===== config.mk =====
export PLATFORM = sky130hd
export DESIGN_NAME = at_response_ipd_deframer_top_flat
export DESIGN_NICKNAME = d
export VERILOG_FILES = /design/src/ard_pkg.sv /design/src/ard_in_if.sv /design/src/ard_out_if.sv /design/src/at_response_ipd_deframer_top.sv /design/src/flat_wrapper.sv
export SDC_FILE = /design/constraint.sdc
export NUM_CORES = 1
export LEC_CHECK = 0
export BUFFER_PORTS_ARGS = -buffer_cell sky130_fd_sc_hd__buf_2
export CAP_MARGIN = 30
export CORE_MARGIN = 1.5
export CORE_UTILIZATION = 58
export DETAILED_ROUTE_END_ITERATION = 10
export PLACE_DENSITY = 0.81
export SYNTH_ARGS = -nofsm -noshare
export SYNTH_HDL_FRONTEND = slang
export SYNTH_SLANG_ARGS = --single-unit

===== constraint.sdc =====
create_clock -name i_clk -period 13.8 [get_ports i_clk]
set_input_delay 1.38 -clock i_clk [delete_from_list [all_inputs] [get_ports i_clk]]
set_output_delay 1.38 -clock i_clk [all_outputs]
set_load 0.005 [all_outputs]

===== src/ard_pkg.sv =====
// ----------------------------------------------------------------------------
// ard_pkg: shared definitions for the AT response +IPD deframer
// Event codes, configuration register indexes, protocol characters and the
// keyword table that the line matcher compares against.
// ----------------------------------------------------------------------------
package ard_pkg;

    // Default width of the chunk and packet length counters.
    localparam int LENGTH_BITS_DEF = 16;

    // Configuration port layout.
    localparam int CFG_INDEX_BITS = 1;
    localparam int CFG_DATA_BITS  = 1;
    localparam logic [CFG_INDEX_BITS-1:0] CFG_IDX_SUPPRESS_CLOSED    = 1'b0;
    localparam logic [CFG_INDEX_BITS-1:0] CFG_IDX_SUPPRESS_WIFI_DROP = 1'b1;

    // Result event codes.
    typedef enum logic [3:0] {
        EV_NONE         = 4'd0,
        EV_OK           = 4'd1,
        EV_FAIL         = 4'd2,
        EV_ERROR        = 4'd3,
        EV_SEND_OK      = 4'd4,
        EV_SEND_FAIL    = 4'd5,
        EV_CLOSED       = 4'd6,
        EV_WIFI_DROP    = 4'd7,
        EV_PAYLOAD      = 4'd8,
        EV_PAYLOAD_LAST = 4'd9,
        EV_FRAME_ERROR  = 4'd10,
        EV_CHUNK_DONE   = 4'd11
    } t_event;

    // Protocol characters.
    localparam logic [7:0] CH_PLUS  = 8'h2B;
    localparam logic [7:0] CH_I     = 8'h49;
    localparam logic [7:0] CH_P     = 8'h50;
    localparam logic [7:0] CH_D     = 8'h44;
    localparam logic [7:0] CH_COMMA = 8'h2C;
    localparam logic [7:0] CH_COLON = 8'h3A;
    localparam logic [7:0] CH_S     = 8'h53;
    localparam logic [7:0] CH_CR    = 8'h0D;
    localparam logic [7:0] CH_LF    = 8'h0A;
    localparam logic [7:0] CH_ZERO  = 8'h30;
    localparam logic [7:0] CH_NINE  = 8'h39;

    // Line keyword table. Each entry is right aligned: the last character of
    // a keyword sits in the lowest byte.
    localparam int KW_COUNT   = 7;
    localparam int KW_MAX_LEN = 17;
    localparam int POS_BITS   = 5;

    localparam logic [8*KW_MAX_LEN-1:0] KW_TEXT [KW_COUNT] = '{
        (8*KW_MAX_LEN)'("OK\r\n"),
        (8*KW_MAX_LEN)'("FAIL\r\n"),
        (8*KW_MAX_LEN)'("ERROR\r\n"),
        (8*KW_MAX_LEN)'("SEND OK\r\n"),
        (8*KW_MAX_LEN)'("SEND FAIL\r\n"),
        (8*KW_MAX_LEN)'("CLOSED\r\n"),
        (8*KW_MAX_LEN)'("WIFI DISCONNECT\r\n")
    };

    localparam logic [POS_BITS-1:0] KW_LEN [KW_COUNT] = '{
        5'd4, 5'd6, 5'd7, 5'd9, 5'd11, 5'd8, 5'd17
    };

    localparam t_event KW_EVENT [KW_COUNT] = '{
        EV_OK, EV_FAIL, EV_ERROR, EV_SEND_OK, EV_SEND_FAIL, EV_CLOSED, EV_WIFI_DROP
    };

    // True when byte b equals character pos of keyword k.
    function automatic logic kw_hit(input logic [2:0] k,
                                    input logic [POS_BITS-1:0] pos,
                                    input logic [7:0] b);
        int idx;
        idx = int'(KW_LEN[k]) - 1 - int'(pos);
        if (pos >= KW_LEN[k]) begin
            return 1'b0;
        end
        return KW_TEXT[k][8*idx +: 8] == b;
    endfunction

    // True for an ASCII decimal digit.
    function automatic logic is_digit(input logic [7:0] b);
        return (b >= CH_ZERO) && (b <= CH_NINE);
    endfunction

endpackage


===== src/ard_in_if.sv =====
// ----------------------------------------------------------------------------
// ard_in_if: received byte channel
// Valid/ready channel that carries one byte from the modem serial link.
// ----------------------------------------------------------------------------
interface ard_in_if;
    logic       valid;
    logic       ready;
    logic [7:0] rx_byte;

    modport source (output valid, output rx_byte, input ready);
    modport sink   (input valid, input rx_byte, output ready);
endinterface


===== src/ard_out_if.sv =====
// ----------------------------------------------------------------------------
// ard_out_if: result channel
// Valid/ready channel that carries one event code and its payload byte.
// ----------------------------------------------------------------------------
interface ard_out_if;
    logic       valid;
    logic       ready;
    logic [3:0] event_res;
    logic [7:0] data_byte;

    modport source (output valid, output event_res, output data_byte, input ready);
    modport sink   (input valid, input event_res, input data_byte, output ready);
endinterface


===== src/at_response_ipd_deframer_top.sv =====
// ----------------------------------------------------------------------------
// at_response_ipd_deframer_top: AT response parser with +IPD deframing
// Parses the byte stream of an AT command modem: reports status lines and
// unpacks the payload of framed packets carried in +IPD data chunks.
// ----------------------------------------------------------------------------
// Usage:
//   i_in carries one received byte per item. o_out returns exactly one item
//   per input byte: an event code and, for payload events, the payload byte.
//   The configuration port writes the two suppress bits; write them only
//   while no byte is in flight.
// Timing:
//   A byte is captured in an input register when it is accepted and is
//   parsed from there. Its result is written into the output register when
//   that register is free or being emptied, and the receiver takes it from
//   there. The parse is one pass of shallow logic over the line state, so
//   one byte per cycle is sustained while the receiver takes every result.
// Stalls:
//   When the receiver holds o_out.ready low, the result waits in the output
//   register and one more byte can still be accepted into the input
//   register; after that i_in.ready drops until the result is taken.
// Reset:
//   A synchronous reset returns the parser to the start of a line, clears
//   the inner framer, the lengths and the suppress bits, and empties both
//   registers. No item is accepted while reset is held.
// ----------------------------------------------------------------------------
module at_response_ipd_deframer_top #(
    parameter int LENGTH_BITS = ard_pkg::LENGTH_BITS_DEF
) (
    input  logic                               i_clk,
    input  logic                               i_rst_n,
    input  logic                               i_cfg_wr_en,
    input  logic [ard_pkg::CFG_INDEX_BITS-1:0] i_cfg_index,
    input  logic [ard_pkg::CFG_DATA_BITS-1:0]  i_cfg_wdata,
    ard_in_if.sink                             i_in,
    ard_out_if.source                          o_out
);

    localparam int LB = LENGTH_BITS;

    typedef enum logic [3:0] {
        LS_NEW_LINE   = 4'd0,
        LS_NORMAL     = 4'd1,
        LS_PLUS       = 4'd2,
        LS_PLUS_I     = 4'd3,
        LS_PLUS_IP    = 4'd4,
        LS_PLUS_IPD   = 4'd5,
        LS_CR         = 4'd6,
        LS_CHUNK_LEN  = 4'd7,
        LS_CHUNK_DATA = 4'd8
    } t_line_state;

    typedef enum logic [1:0] {
        FS_EXPECT_S = 2'd0,
        FS_LENGTH   = 2'd1,
        FS_DATA     = 2'd2
    } t_frame_state;

    // Decimal accumulate v*10 + digit, saturating at the counter maximum.
    function automatic logic [LB-1:0] acc_dec(input logic [LB-1:0] v,
                                              input logic [7:0] b);
        logic [LB+3:0] s;
        s = ({4'b0, v} << 3) + ({4'b0, v} << 1) + {{LB{1'b0}}, b[3:0]};
        if (|s[LB+3:LB]) begin
            return '1;
        end
        return s[LB-1:0];
    endfunction

    // Saturating increment.
    function automatic logic [LB-1:0] sat_inc(input logic [LB-1:0] v);
        return (v != '1) ? v + LB'(1) : v;
    endfunction

    // Registers.
    logic                         r_in_valid;
    logic [7:0]                   r_in_byte;
    logic                         r_out_valid;
    ard_pkg::t_event              r_out_event;
    logic [7:0]                   r_out_data;
    logic                         r_sup_closed;
    logic                         r_sup_wifi;
    t_line_state                  r_line_state;
    logic [LB-1:0]                r_chunk_len;
    logic [LB-1:0]                r_chunk_cnt;
    t_frame_state                 r_frame_state;
    logic [LB-1:0]                r_pkt_len;
    logic [LB-1:0]                r_pkt_cnt;
    logic [ard_pkg::KW_COUNT-1:0] r_kw_alive;
    logic [ard_pkg::POS_BITS-1:0] r_line_pos;

    // Next values.
    t_line_state                  n_line_state;
    logic [LB-1:0]                n_chunk_len;
    logic [LB-1:0]                n_chunk_cnt;
    t_frame_state                 n_frame_state;
    logic [LB-1:0]                n_pkt_len;
    logic [LB-1:0]                n_pkt_cnt;
    logic [ard_pkg::KW_COUNT-1:0] n_kw_alive;
    logic [ard_pkg::POS_BITS-1:0] n_line_pos;
    ard_pkg::t_event              n_out_event;
    logic [7:0]                   n_out_data;

    logic                         advance;
    logic                         in_take;
    logic [ard_pkg::KW_COUNT-1:0] kw_fed;
    ard_pkg::t_event              kw_event;

    // Handshakes: the parse step moves the input register into the output
    // register whenever the output register is free or being emptied.
    assign advance = r_in_valid && (!r_out_valid || o_out.ready);
    assign i_in.ready = i_rst_n && (!r_in_valid || advance);
    assign in_take = i_in.valid && i_in.ready;

    assign o_out.valid     = r_out_valid;
    assign o_out.event_res = r_out_event;
    assign o_out.data_byte = r_out_data;

    // Keyword matcher: which keywords survive this byte, and which one a
    // line feed at this position completes.
    always_comb begin
        logic found;
        found = 1'b0;
        kw_event = ard_pkg::EV_NONE;
        for (int k = 0; k < ard_pkg::KW_COUNT; k++) begin
            kw_fed[k] = r_kw_alive[k] && ard_pkg::kw_hit(3'(k), r_line_pos, r_in_byte);
            if (!found && kw_fed[k] &&
                ({1'b0, r_line_pos} + 6'd1 == {1'b0, ard_pkg::KW_LEN[k]})) begin
                found = 1'b1;
                kw_event = ard_pkg::KW_EVENT[k];
            end
        end
        if ((kw_event == ard_pkg::EV_CLOSED && r_sup_closed) ||
            (kw_event == ard_pkg::EV_WIFI_DROP && r_sup_wifi)) begin
            kw_event = ard_pkg::EV_NONE;
        end
    end

    // Parse step for the byte in the input register.
    always_comb begin
        t_line_state     st;
        ard_pkg::t_event fr_event;
        logic            hdr_done;
        logic [LB-1:0]   cnt_next;

        n_line_state  = r_line_state;
        n_chunk_len   = r_chunk_len;
        n_chunk_cnt   = r_chunk_cnt;
        n_frame_state = r_frame_state;
        n_pkt_len     = r_pkt_len;
        n_pkt_cnt     = r_pkt_cnt;
        n_kw_alive    = r_kw_alive;
        n_line_pos    = r_line_pos;
        n_out_event   = ard_pkg::EV_NONE;
        n_out_data    = 8'd0;
        st            = LS_NORMAL;
        fr_event      = ard_pkg::EV_NONE;
        hdr_done      = 1'b0;
        cnt_next      = r_pkt_cnt;

        case (r_line_state)
            // Chunk length digits up to the colon; other bytes are skipped.
            LS_CHUNK_LEN: begin
                if (ard_pkg::is_digit(r_in_byte)) begin
                    n_chunk_len = acc_dec(r_chunk_len, r_in_byte);
                end else if (r_in_byte == ard_pkg::CH_COLON) begin
                    n_chunk_cnt = '0;
                    if (r_chunk_len == '0) begin
                        n_line_state = LS_NORMAL;
                        n_out_event  = ard_pkg::EV_CHUNK_DONE;
                    end else begin
                        n_line_state = LS_CHUNK_DATA;
                    end
                end
            end

            // Chunk bytes go through the inner packet framer.
            LS_CHUNK_DATA: begin
                case (r_frame_state)
                    FS_EXPECT_S: begin
                        if (r_in_byte != ard_pkg::CH_S) begin
                            fr_event = ard_pkg::EV_FRAME_ERROR;
                        end else begin
                            n_frame_state = FS_LENGTH;
                            n_pkt_len     = '0;
                            n_pkt_cnt     = '0;
                        end
                    end
                    FS_LENGTH: begin
                        if (ard_pkg::is_digit(r_in_byte)) begin
                            n_pkt_len = acc_dec(r_pkt_len, r_in_byte);
                        end else if (r_in_byte == ard_pkg::CH_COLON) begin
                            n_frame_state = FS_DATA;
                        end else begin
                            n_frame_state = FS_EXPECT_S;
                            fr_event      = ard_pkg::EV_FRAME_ERROR;
                        end
                    end
                    default: begin
                        n_out_data = r_in_byte;
                        cnt_next   = sat_inc(r_pkt_cnt);
                        if (cnt_next >= r_pkt_len) begin
                            n_frame_state = FS_EXPECT_S;
                            n_pkt_len     = '0;
                            n_pkt_cnt     = '0;
                            fr_event      = ard_pkg::EV_PAYLOAD_LAST;
                        end else begin
                            n_pkt_cnt = cnt_next;
                            fr_event  = ard_pkg::EV_PAYLOAD;
                        end
                    end
                endcase
                n_out_event = fr_event;
                n_chunk_cnt = sat_inc(r_chunk_cnt);
                if (n_chunk_cnt >= r_chunk_len) begin
                    n_line_state = LS_NORMAL;
                    if (fr_event == ard_pkg::EV_NONE) begin
                        n_out_event = ard_pkg::EV_CHUNK_DONE;
                    end
                end
            end

            // Text lines: +IPD header detection and keyword matching.
            default: begin
                case (r_line_state)
                    LS_NEW_LINE: begin
                        st = (r_in_byte == ard_pkg::CH_PLUS) ? LS_PLUS : LS_NORMAL;
                    end
                    LS_PLUS: begin
                        st = (r_in_byte == ard_pkg::CH_I) ? LS_PLUS_I : LS_NORMAL;
                    end
                    LS_PLUS_I: begin
                        st = (r_in_byte == ard_pkg::CH_P) ? LS_PLUS_IP : LS_NORMAL;
                    end
                    LS_PLUS_IP: begin
                        st = (r_in_byte == ard_pkg::CH_D) ? LS_PLUS_IPD : LS_NORMAL;
                    end
                    LS_PLUS_IPD: begin
                        hdr_done = (r_in_byte == ard_pkg::CH_COMMA);
                        st       = LS_NORMAL;
                    end
                    LS_CR: begin
                        st = LS_CR;
                    end
                    default: begin
                        st = LS_NORMAL;
                    end
                endcase

                if (hdr_done) begin
                    n_line_state = LS_CHUNK_LEN;
                    n_chunk_len  = '0;
                    n_chunk_cnt  = '0;
                    n_kw_alive   = '1;
                    n_line_pos   = '0;
                end else if (st == LS_CR && r_in_byte == ard_pkg::CH_LF) begin
                    n_out_event  = kw_event;
                    n_line_state = LS_NEW_LINE;
                    n_kw_alive   = '1;
                    n_line_pos   = '0;
                end else begin
                    n_kw_alive = kw_fed;
                    n_line_pos = (r_line_pos != '1) ? r_line_pos + 5'd1 : r_line_pos;
                    if (st == LS_CR) begin
                        n_line_state = LS_NORMAL;
                    end else if (r_in_byte == ard_pkg::CH_CR) begin
                        n_line_state = LS_CR;
                    end else begin
                        n_line_state = st;
                    end
                end
            end
        endcase
    end

    // Input register, parser state, configuration and output register.
    always_ff @(posedge i_clk) begin
        if (!i_rst_n) begin
            r_in_valid    <= 1'b0;
            r_out_valid   <= 1'b0;
            r_sup_closed  <= 1'b0;
            r_sup_wifi    <= 1'b0;
            r_line_state  <= LS_NEW_LINE;
            r_chunk_len   <= '0;
            r_chunk_cnt   <= '0;
            r_frame_state <= FS_EXPECT_S;
            r_pkt_len     <= '0;
            r_pkt_cnt     <= '0;
            r_kw_alive    <= '1;
            r_line_pos    <= '0;
        end else begin
            if (i_cfg_wr_en) begin
                case (i_cfg_index)
                    ard_pkg::CFG_IDX_SUPPRESS_CLOSED:    r_sup_closed <= i_cfg_wdata[0];
                    ard_pkg::CFG_IDX_SUPPRESS_WIFI_DROP: r_sup_wifi   <= i_cfg_wdata[0];
                    default: begin
                    end
                endcase
            end

            if (in_take) begin
                r_in_valid <= 1'b1;
            end else if (advance) begin
                r_in_valid <= 1'b0;
            end

            if (advance) begin
                r_out_valid   <= 1'b1;
                r_line_state  <= n_line_state;
                r_chunk_len   <= n_chunk_len;
                r_chunk_cnt   <= n_chunk_cnt;
                r_frame_state <= n_frame_state;
                r_pkt_len     <= n_pkt_len;
                r_pkt_cnt     <= n_pkt_cnt;
                r_kw_alive    <= n_kw_alive;
                r_line_pos    <= n_line_pos;
            end else if (o_out.ready) begin
                r_out_valid <= 1'b0;
            end
        end
    end

    // Payload registers.
    always_ff @(posedge i_clk) begin
        if (in_take) begin
            r_in_byte <= i_in.rx_byte;
        end
        if (advance) begin
            r_out_event <= n_out_event;
            r_out_data  <= n_out_data;
        end
    end

endmodule


===== src/flat_wrapper.sv =====
// flat-port wrapper written by rule: the top's interface ports become plain ports
module at_response_ipd_deframer_top_flat 
#(
    parameter int LENGTH_BITS = ard_pkg::LENGTH_BITS_DEF
)
  (i_clk, i_rst_n, i_cfg_wr_en, i_cfg_index, i_cfg_wdata, i_in_valid, i_in_rx_byte, i_in_ready, o_out_valid, o_out_event_res, o_out_data_byte, o_out_ready);
  ard_in_if i_in_i ();
  ard_out_if o_out_i ();
  input  logic i_clk;
  input  logic i_rst_n;
  input  logic i_cfg_wr_en;
  input  logic [ard_pkg::CFG_INDEX_BITS-1:0] i_cfg_index;
  input  logic [ard_pkg::CFG_DATA_BITS-1:0] i_cfg_wdata;
  input wire logic [$bits(i_in_i.valid)-1:0] i_in_valid;
  input wire logic [$bits(i_in_i.rx_byte)-1:0] i_in_rx_byte;
  output wire logic [$bits(i_in_i.ready)-1:0] i_in_ready;
  output wire logic [$bits(o_out_i.valid)-1:0] o_out_valid;
  output wire logic [$bits(o_out_i.event_res)-1:0] o_out_event_res;
  output wire logic [$bits(o_out_i.data_byte)-1:0] o_out_data_byte;
  input wire logic [$bits(o_out_i.ready)-1:0] o_out_ready;
  assign i_in_i.valid = i_in_valid;
  assign i_in_i.rx_byte = i_in_rx_byte;
  assign i_in_ready = i_in_i.ready;
  assign o_out_valid = o_out_i.valid;
  assign o_out_event_res = o_out_i.event_res;
  assign o_out_data_byte = o_out_i.data_byte;
  assign o_out_i.ready = o_out_ready;
  at_response_ipd_deframer_top #(.LENGTH_BITS(LENGTH_BITS)) u_core (.i_clk(i_clk), .i_rst_n(i_rst_n), .i_cfg_wr_en(i_cfg_wr_en), .i_cfg_index(i_cfg_index), .i_cfg_wdata(i_cfg_wdata), .i_in(i_in_i), .o_out(o_out_i));
endmodule

# After elaboration in Yosys (flattened, before gate mapping)
# Cells that the tools add are included.
# word_totals
register_bits	106
input_bits	15
out_inout_bits	14
word_cells	263
# op_classes
n_addsub	15
order_cmp	11
n_eq_ne	44
n_shift	7
muxes	105
n_bitwise	4
reduce_logical	62
# ops
op	n
indexed part select 136 x 32 -> 8 bit, first input constant	7
2-to-1 mux 16 bit	14
one-hot mux 16 bit (2 select lines)	4
2-to-1 mux 4 bit	19
equality test 8 bit	7
2-to-1 mux 1 bit	42
adder 19 x 17 -> 20 bit	2
adder 20 x 4 -> 20 bit	2
adder 16 x 1 -> 16 bit, second input constant	2
greater-or-equal comparator 16 bit	2
inequality test 16 bit, second input constant	2
logical AND 1 bit	27
equality test 8 x 6 -> 1 bit, second input constant	3
equality test 8 x 7 -> 1 bit, second input constant	3
2-to-1 mux 3 bit	8
one-hot mux 4 bit (2 select lines)	3
equality test 4 x 3 -> 1 bit, second input constant	5
one-hot mux 4 bit (5 select lines)	1
equality test 6 x 3 -> 1 bit, second input constant	3
equality test 6 x 4 -> 1 bit, second input constant	3
subtractor 3 x 5 -> 6 bit, first input constant	3
equality test 8 x 4 -> 1 bit, second input constant	2
zero test 16 bit	1
2-to-1 mux 2 bit	8
36 further kinds	75

# Longest topological paths before layout
# logic_depth
depth_word	38
depth_mapped	22
mapped_depth_nobuf	20

# Worst setup path after synthesis
# No wires, ideal clock.
# synth_timing
path_kind	register -> register
startpoint	register u_core.r_pkt_cnt[3]
endpoint	register u_core.r_pkt_len[14]
setup_time_ns	0.130
t_arrival_ns	4.342
required_time_ns	13.670
slack_ns	9.328
path_stages_with_launch	23
n_path_buf	3
synth_period_minus_slack_ns	4.472
cell_sequence	dfxtp_1 > clkbuf_1 > and4_1 > and4_1 > and3_1 > and4_1 > nor2b_1 > nor2_1 > nand4_1 > xnor2_1 > ha_1 > a21o_1 > a21oi_1 > nor2b_1 > a2111oi_0 > o31ai_1 > a31o_2 > a21oi_1 > nand2b_1 > or3_1 > clkbuf_1 > clkbuf_1 > o21ai_0
# synth_between
elab_chain_len	5
word_cells_on_any_way	6
classes_between	1 x add/sub; 1 x order compare; 1 x eq/ne; 1 x mux; 2 x reduce/logical
# synth_rtl
item	line_no	source
start, declared	at_response_ipd_deframer_top.sv:87	logic [LB-1:0] r_pkt_cnt;
start signal, assigned	at_response_ipd_deframer_top.sv:313	r_pkt_cnt <= n_pkt_cnt;
adder 16 x 1 -> 16 bit / inequality test 16 bit (equally long branches)	at_response_ipd_deframer_top.sv:71	return (v != '1) ? v + LB'(1) : v;
2-to-1 mux 16 bit (*)	at_response_ipd_deframer_top.sv:71	
greater-or-equal comparator 16 bit (*)	at_response_ipd_deframer_top.sv:201	if (cnt_next >= r_pkt_len) begin
nonzero test 3 bit (no line) (*)	n/a	
AND reduction 5 bit (no line) (*)	n/a	
end signal, assigned	at_response_ipd_deframer_top.sv:312	r_pkt_len <= n_pkt_len;
end, declared	at_response_ipd_deframer_top.sv:86	logic [LB-1:0] r_pkt_len;
# Mark *: on every way between the ends. The rest lies on a longest branch, timed or not.
# A chain may end at the register's enable or synchronous reset.

# Worst setup path in the final report
# layout_timing
startpoint	register u_core.r_line_pos[2] (netlist name)
endpoint	register u_core.r_out_event[1], in the netlist u_core.o_out.event_res[1], data pin
# layout_between
elab_chain_len	38
word_cells_on_any_way	98
classes_between	8 x add/sub; 7 x order compare; 16 x eq/ne; 7 x shift; 31 x mux; 29 x reduce/logical
# layout_rtl
item	line_no	source
start, declared	at_response_ipd_deframer_top.sv:89	logic [ard_pkg::POS_BITS-1:0] r_line_pos;
start signal, assigned	at_response_ipd_deframer_top.sv:315	r_line_pos <= n_line_pos;
subtractor 2 x 5 -> 6 bit	ard_pkg.sv:75	idx = int'(KW_LEN[k]) - 1 - int'(pos);
indexed part select 136 x 32 -> 8 bit	ard_pkg.sv:79	return KW_TEXT[k][8*idx +: 8] == b;
equality test 8 bit	ard_pkg.sv:79	
2-to-1 mux 1 bit	ard_pkg.sv:79	
logical AND 1 bit	at_response_ipd_deframer_top.sv:125	kw_fed[k] = r_kw_alive[k] && ard_pkg::kw_hit(3'(k), r_line_pos, r_in_byte);
logical AND 1 bit	at_response_ipd_deframer_top.sv:126	if (!found && kw_fed[k] &&
2-to-1 mux 1 bit	at_response_ipd_deframer_top.sv:126	
zero test 1 bit	at_response_ipd_deframer_top.sv:126	
[23 not listed]	n/a	
equality test 3 bit, on equally long branches	at_response_ipd_deframer_top.sv:132, at_response_ipd_deframer_top.sv:133	
logical AND 1 bit, on equally long branches	at_response_ipd_deframer_top.sv:132, at_response_ipd_deframer_top.sv:133	
logical OR 1 bit	at_response_ipd_deframer_top.sv:132	if ((kw_event == ard_pkg::EV_CLOSED && r_sup_closed) ||
2-to-1 mux 3 bit (*)	at_response_ipd_deframer_top.sv:132	
2-to-1 mux 3 bit (*)	at_response_ipd_deframer_top.sv:255	end else if (st == LS_CR && r_in_byte == ard_pkg::CH_LF) begin
2-to-1 mux 4 bit (*)	at_response_ipd_deframer_top.sv:249	if (hdr_done) begin
one-hot mux 4 bit (2 select lines) (*)	at_response_ipd_deframer_top.sv:160	case (r_line_state)
via u_core.n_out_event[1]	at_response_ipd_deframer_top.sv:100	ard_pkg::t_event n_out_event;
end signal, assigned	at_response_ipd_deframer_top.sv:328	r_out_event <= n_out_event;
end, declared	at_response_ipd_deframer_top.sv:78	ard_pkg::t_event r_out_event;
# Mark *: on every way through the listed nets, which the timed path passes. The rest lies on a longest branch.

==> impl_results.md <==
- Layout cell share with drive strength beyond 1: 6.65%
- Area Overhead vs Synth: 5.44%
- CTS sink count: 106
- Post-synthesis register bit count: 106
- Std-Cell Rows: 47
- Syn Inst Count: 1272
- Final Hold Fails: 0
- Filler cells: 1490
- Slew Viols, Final: 0
- Antenna Cells: 0
- Die width: 134 um
- Setup crit end kind: flop
- Final Critical Period: 5.06 ns
- DR DRC count: 0
- Resized Gates After CTS: 0
- Mean Syn Cell Area: 7.84 sq um
- Arr. time, crit path: 5.17 ns
- Pint: 0.000483 W
- Antenna violations before repair: 0
- Worst Skew: 0.0122 ns
- Seq/Total Area, Yosys: 23.3%
- Slew Limit Headroom: 25.9%
- Psw: 0.000197 W
- Compound-Gate Fraction of Synth Area: 24.3%
- DR iter-0 viols: 884
- Post-DP HPWL: 19900 um
- Syn nets: 1407
- Vias in the first global route: 8970
- CTS tree: yes
- Synth cell types: 81
- All-Layer GR Usage: 30.4%
- HP Class: reg -> reg
- Clk pwr share: 37.8%
- Post-synthesis mux area share: 0.841%
- Total gr overflow: 0
- Startpoint type of the worst setup path: flop
- Flop pwr share: 48.1%
- Synth Area in Adders: 15.4%
- Initial Utilization: 59.7%
- Largest family of logic cells by synthesized area: simple AND/OR/NAND/NOR gates
- Vias per inst: 6.51
- Most used cell, CP: o21ai_1
- Fin util: 62.9%
- Critical Path Fanout Max: 21
- Final setup viols: 0
- Worst path required time: 13.91 ns
- Port-buffer cells: 28
- DRT Pass-1 Iters: 5
- Post-route setup TNS: 0 ns
- Status: finished, final reports clean
- Crit-path max cell delay: 0.95 ns
- Worst-Skew Late Latency: 0.37 ns
- Number of synthesized flops with an enable pin: 20
- Routed Antenna Nets: 0
- Critical-path top delay cell: dfxtp_1
- Root Buffer: clkbuf_16
- Asr flop ratio synth: 0%
- CTS buffer count: 9
- Post-CTS setup buffers: 0
- CTS Hold Bufs: 0
- Crit Path Class: reg -> reg
- Met3 wire length: 2450 um
- WL met1: 12000 um
- Syn. warnings: 0
- Pwr dens: 64.7 nW/um^2
- Core ar.: 16700 sq um
- Simple-Gate Fraction of Synth Area: 25.4%
- Met2 WL: 11900 um
- Gpl congestion: 0.997
- RSZ-0062 raised after global routing: no
- VDD IR-drop max: 73.2 uV
- Maximum clock frequency: 198 MHz
- Pin count of the biggest net entering global routing: 55
- Routed WL per cell: 18.3 um
- Combinational share of power: 14.1%
- Vias: 9656
- Worst-Margin Slew: 1.10 ns
- DIE HEIGHT: 134 um
- Maximum clock insertion buffer count: 2
- Mapped Area: 9970 sq um
- IO Pins: 29
- Switch share: 29.0%
- Crit share post-route: 36.7%
- Final WL: 27200 um
- First-pass GRT wire length: 44200 um
- Crit path cell chain: inv_1 -> ha_1 -> o21ai_1 -> a2111oi_0 -> or4_4 -> and4_4 -> nor4_2 -> or2_1 -> nor2_1 -> or4_1 -> a22oi_1 -> o21ai_1
- Leak: 4.37 nW
- H-tree levels: 3
- Max-cap viol count: 0
- Die Footprint: 18000 sq um
- Synth Flop Type: dfxtp_1
- Max Used Layer: met4
- Layout net count: 1393
- Clock Pin Slew Worst Setup and Hold Paths: 0.08 ns
- XOR/XNOR Fraction of Synth Area: 6.24%
[cell usage after synthesis (7+ instances only)]
library cell / n / area (sq um)
nor4_1: 19 / 119
nand3b_1: 9 / 67.6
o21ai_1: 29 / 145
inv_1: 48 / 180
a31oi_1: 11 / 68.8
ha_1: 116 / 1450
xor2_1: 22 / 193
o211ai_1: 12 / 90.1
o21a_1: 11 / 82.6
o21bai_1: 7 / 52.6
or4_1: 9 / 67.6
nor3_1: 37 / 185
edfxtp_1: 20 / 601
nand2b_1: 16 / 100
o31ai_1: 11 / 82.6
nand4_1: 19 / 119
a21boi_0: 8 / 60.1
or3_1: 15 / 93.8
nor2b_1: 44 / 275
a211oi_1: 7 / 52.6
a21oi_1: 87 / 435
nand2_1: 119 / 447
a221o_1: 16 / 160
nand3_1: 39 / 195
xnor2_1: 44 / 385
and2_1: 9 / 56.3
buf_2: 10 / 50.1
o21ai_0: 56 / 280
a21o_1: 23 / 173
dfxtp_1: 86 / 1720
nor2_1: 90 / 338
or2_2: 7 / 43.8
and3_1: 20 / 125
a22oi_1: 23 / 173
clkbuf_1: 52 / 195
[flip-flops by register name (all words and copies together) (netlist names)]
name / flops
u_core.o_out.data_byte: 8
u_core.r_line_pos: 5
u_core.r_pkt_cnt: 16
u_core.r_frame_state: 2
u_core.r_chunk_len: 16
u_core.o_out.valid: 1
u_core.r_pkt_len: 16
u_core.o_out.event_res: 4
u_core.r_sup_wifi: 1
u_core.r_kw_alive: 7
u_core.r_in_byte: 8
u_core.r_chunk_cnt: 16
u_core.r_line_state: 4
u_core.r_in_valid: 1
u_core.r_sup_closed: 1
[stage by stage]
step | hold WS (ns) | cells | power (W) | setup slack (ns) | area (sq um)
6_report | 0.471 | 1483 | 0.000680 | 8.74 | 10500
5_1_grt | 0.499 | 1483 | 0.000705 | 8.43 | 10500
4_1_cts | 0.475 | 1483 | 0.000681 | 8.89 | 10500
3_5_place_dp | 0.464 | 1467 | 0.000427 | 8.89 | 10200
3_3_place_gp | 0.456 | 1466 | 0.000425 | 9.02 | 10200
2_1_floorplan | 0.441 | 1272 | 0.000401 | 9.33 | 9970
[cells by family (layout without fill, tap and decap cells)]
group,after synthesis,in the layout
xor+xnor,68,68
simple gates,486,486
flops,106,106
compound gates,365,365
fa+ha+maj,120,120
mux,8,8
buf+inv,119,110
[layout by cell type (no fill, tap or decap), types with 7 or more instances in the layout]
cell       count
nand2_1      119
ha_1         116
nor2_1        90
a21oi_1       87
dfxtp_1       86
o21ai_0       56
inv_1         48
nor2b_1       44
xnor2_1       44
nand3_1       39
nor3_1        36
o21ai_1       29
buf_2         28
a21o_1        23
a22oi_1       23
xor2_1        22
and3_1        20
edfxtp_1      20
nor4_1        19
nand4_1       19
nand2b_1      16
a221o_1       16
or3_1         15
buf_4         13
o211ai_1      12
a31oi_1       11
o31ai_1       11
o21a_1        11
and2_1         9
or4_1          9
nand3b_1       9
clkbuf_16      9
a21boi_0       8
a211oi_1       7
or2_2          7
o21bai_1       7
[layout make-up]
cell class	count	area [sq um]	share of cell area, %
timing repair buffer	41	238	2.26
clock buffer	10	229	2.18
inverter	53	199	1.89
tap	220	275	2.62
multi-input combinational	1047	7190	68.4
sequential	106	2320	22.1
clock inverter	6	58.8	0.560
[routing by layer]
layer  GRT usage (%)  vias up
met3            6.61       75
met1            40.3     4454
met4            12.3        0
met2            48.2      447
met5               0        -
li1                -     4680
[power groups by stage]
stage	combinational, W	clock (W)	sequential, W
after floorplan	0.0000716	0	0.000330
after global placement	0.0000913	0	0.000334
after detailed placement	0.0000932	0	0.000334
after CTS	0.0000936	0.000261	0.000326
after global routing	0.000105	0.000273	0.000327
final	0.0000959	0.000257	0.000327
[worst paths after layout]
check                       start  slack (ns)  cells after the start                   endpoint
min          u_core.r_pkt_len[15]        0.47                      2       u_core.r_pkt_len[15]
max          u_core.r_line_pos[2]        8.74                     12  u_core.o_out.event_res[1]
min reg2reg  u_core.r_pkt_len[15]        0.47                      2       u_core.r_pkt_len[15]
max reg2reg  u_core.r_line_pos[2]        8.74                     12  u_core.o_out.event_res[1]
[worst max-delay path: cells and delay by family, from the launching register on]
kind	cells	cell delay, ns
flops	1	0.95
fa+ha+maj	1	0.49
compound gates	4	1.12
buf+inv	1	0.36
simple gates	6	1.88
(Power assumes the default switching activity.)
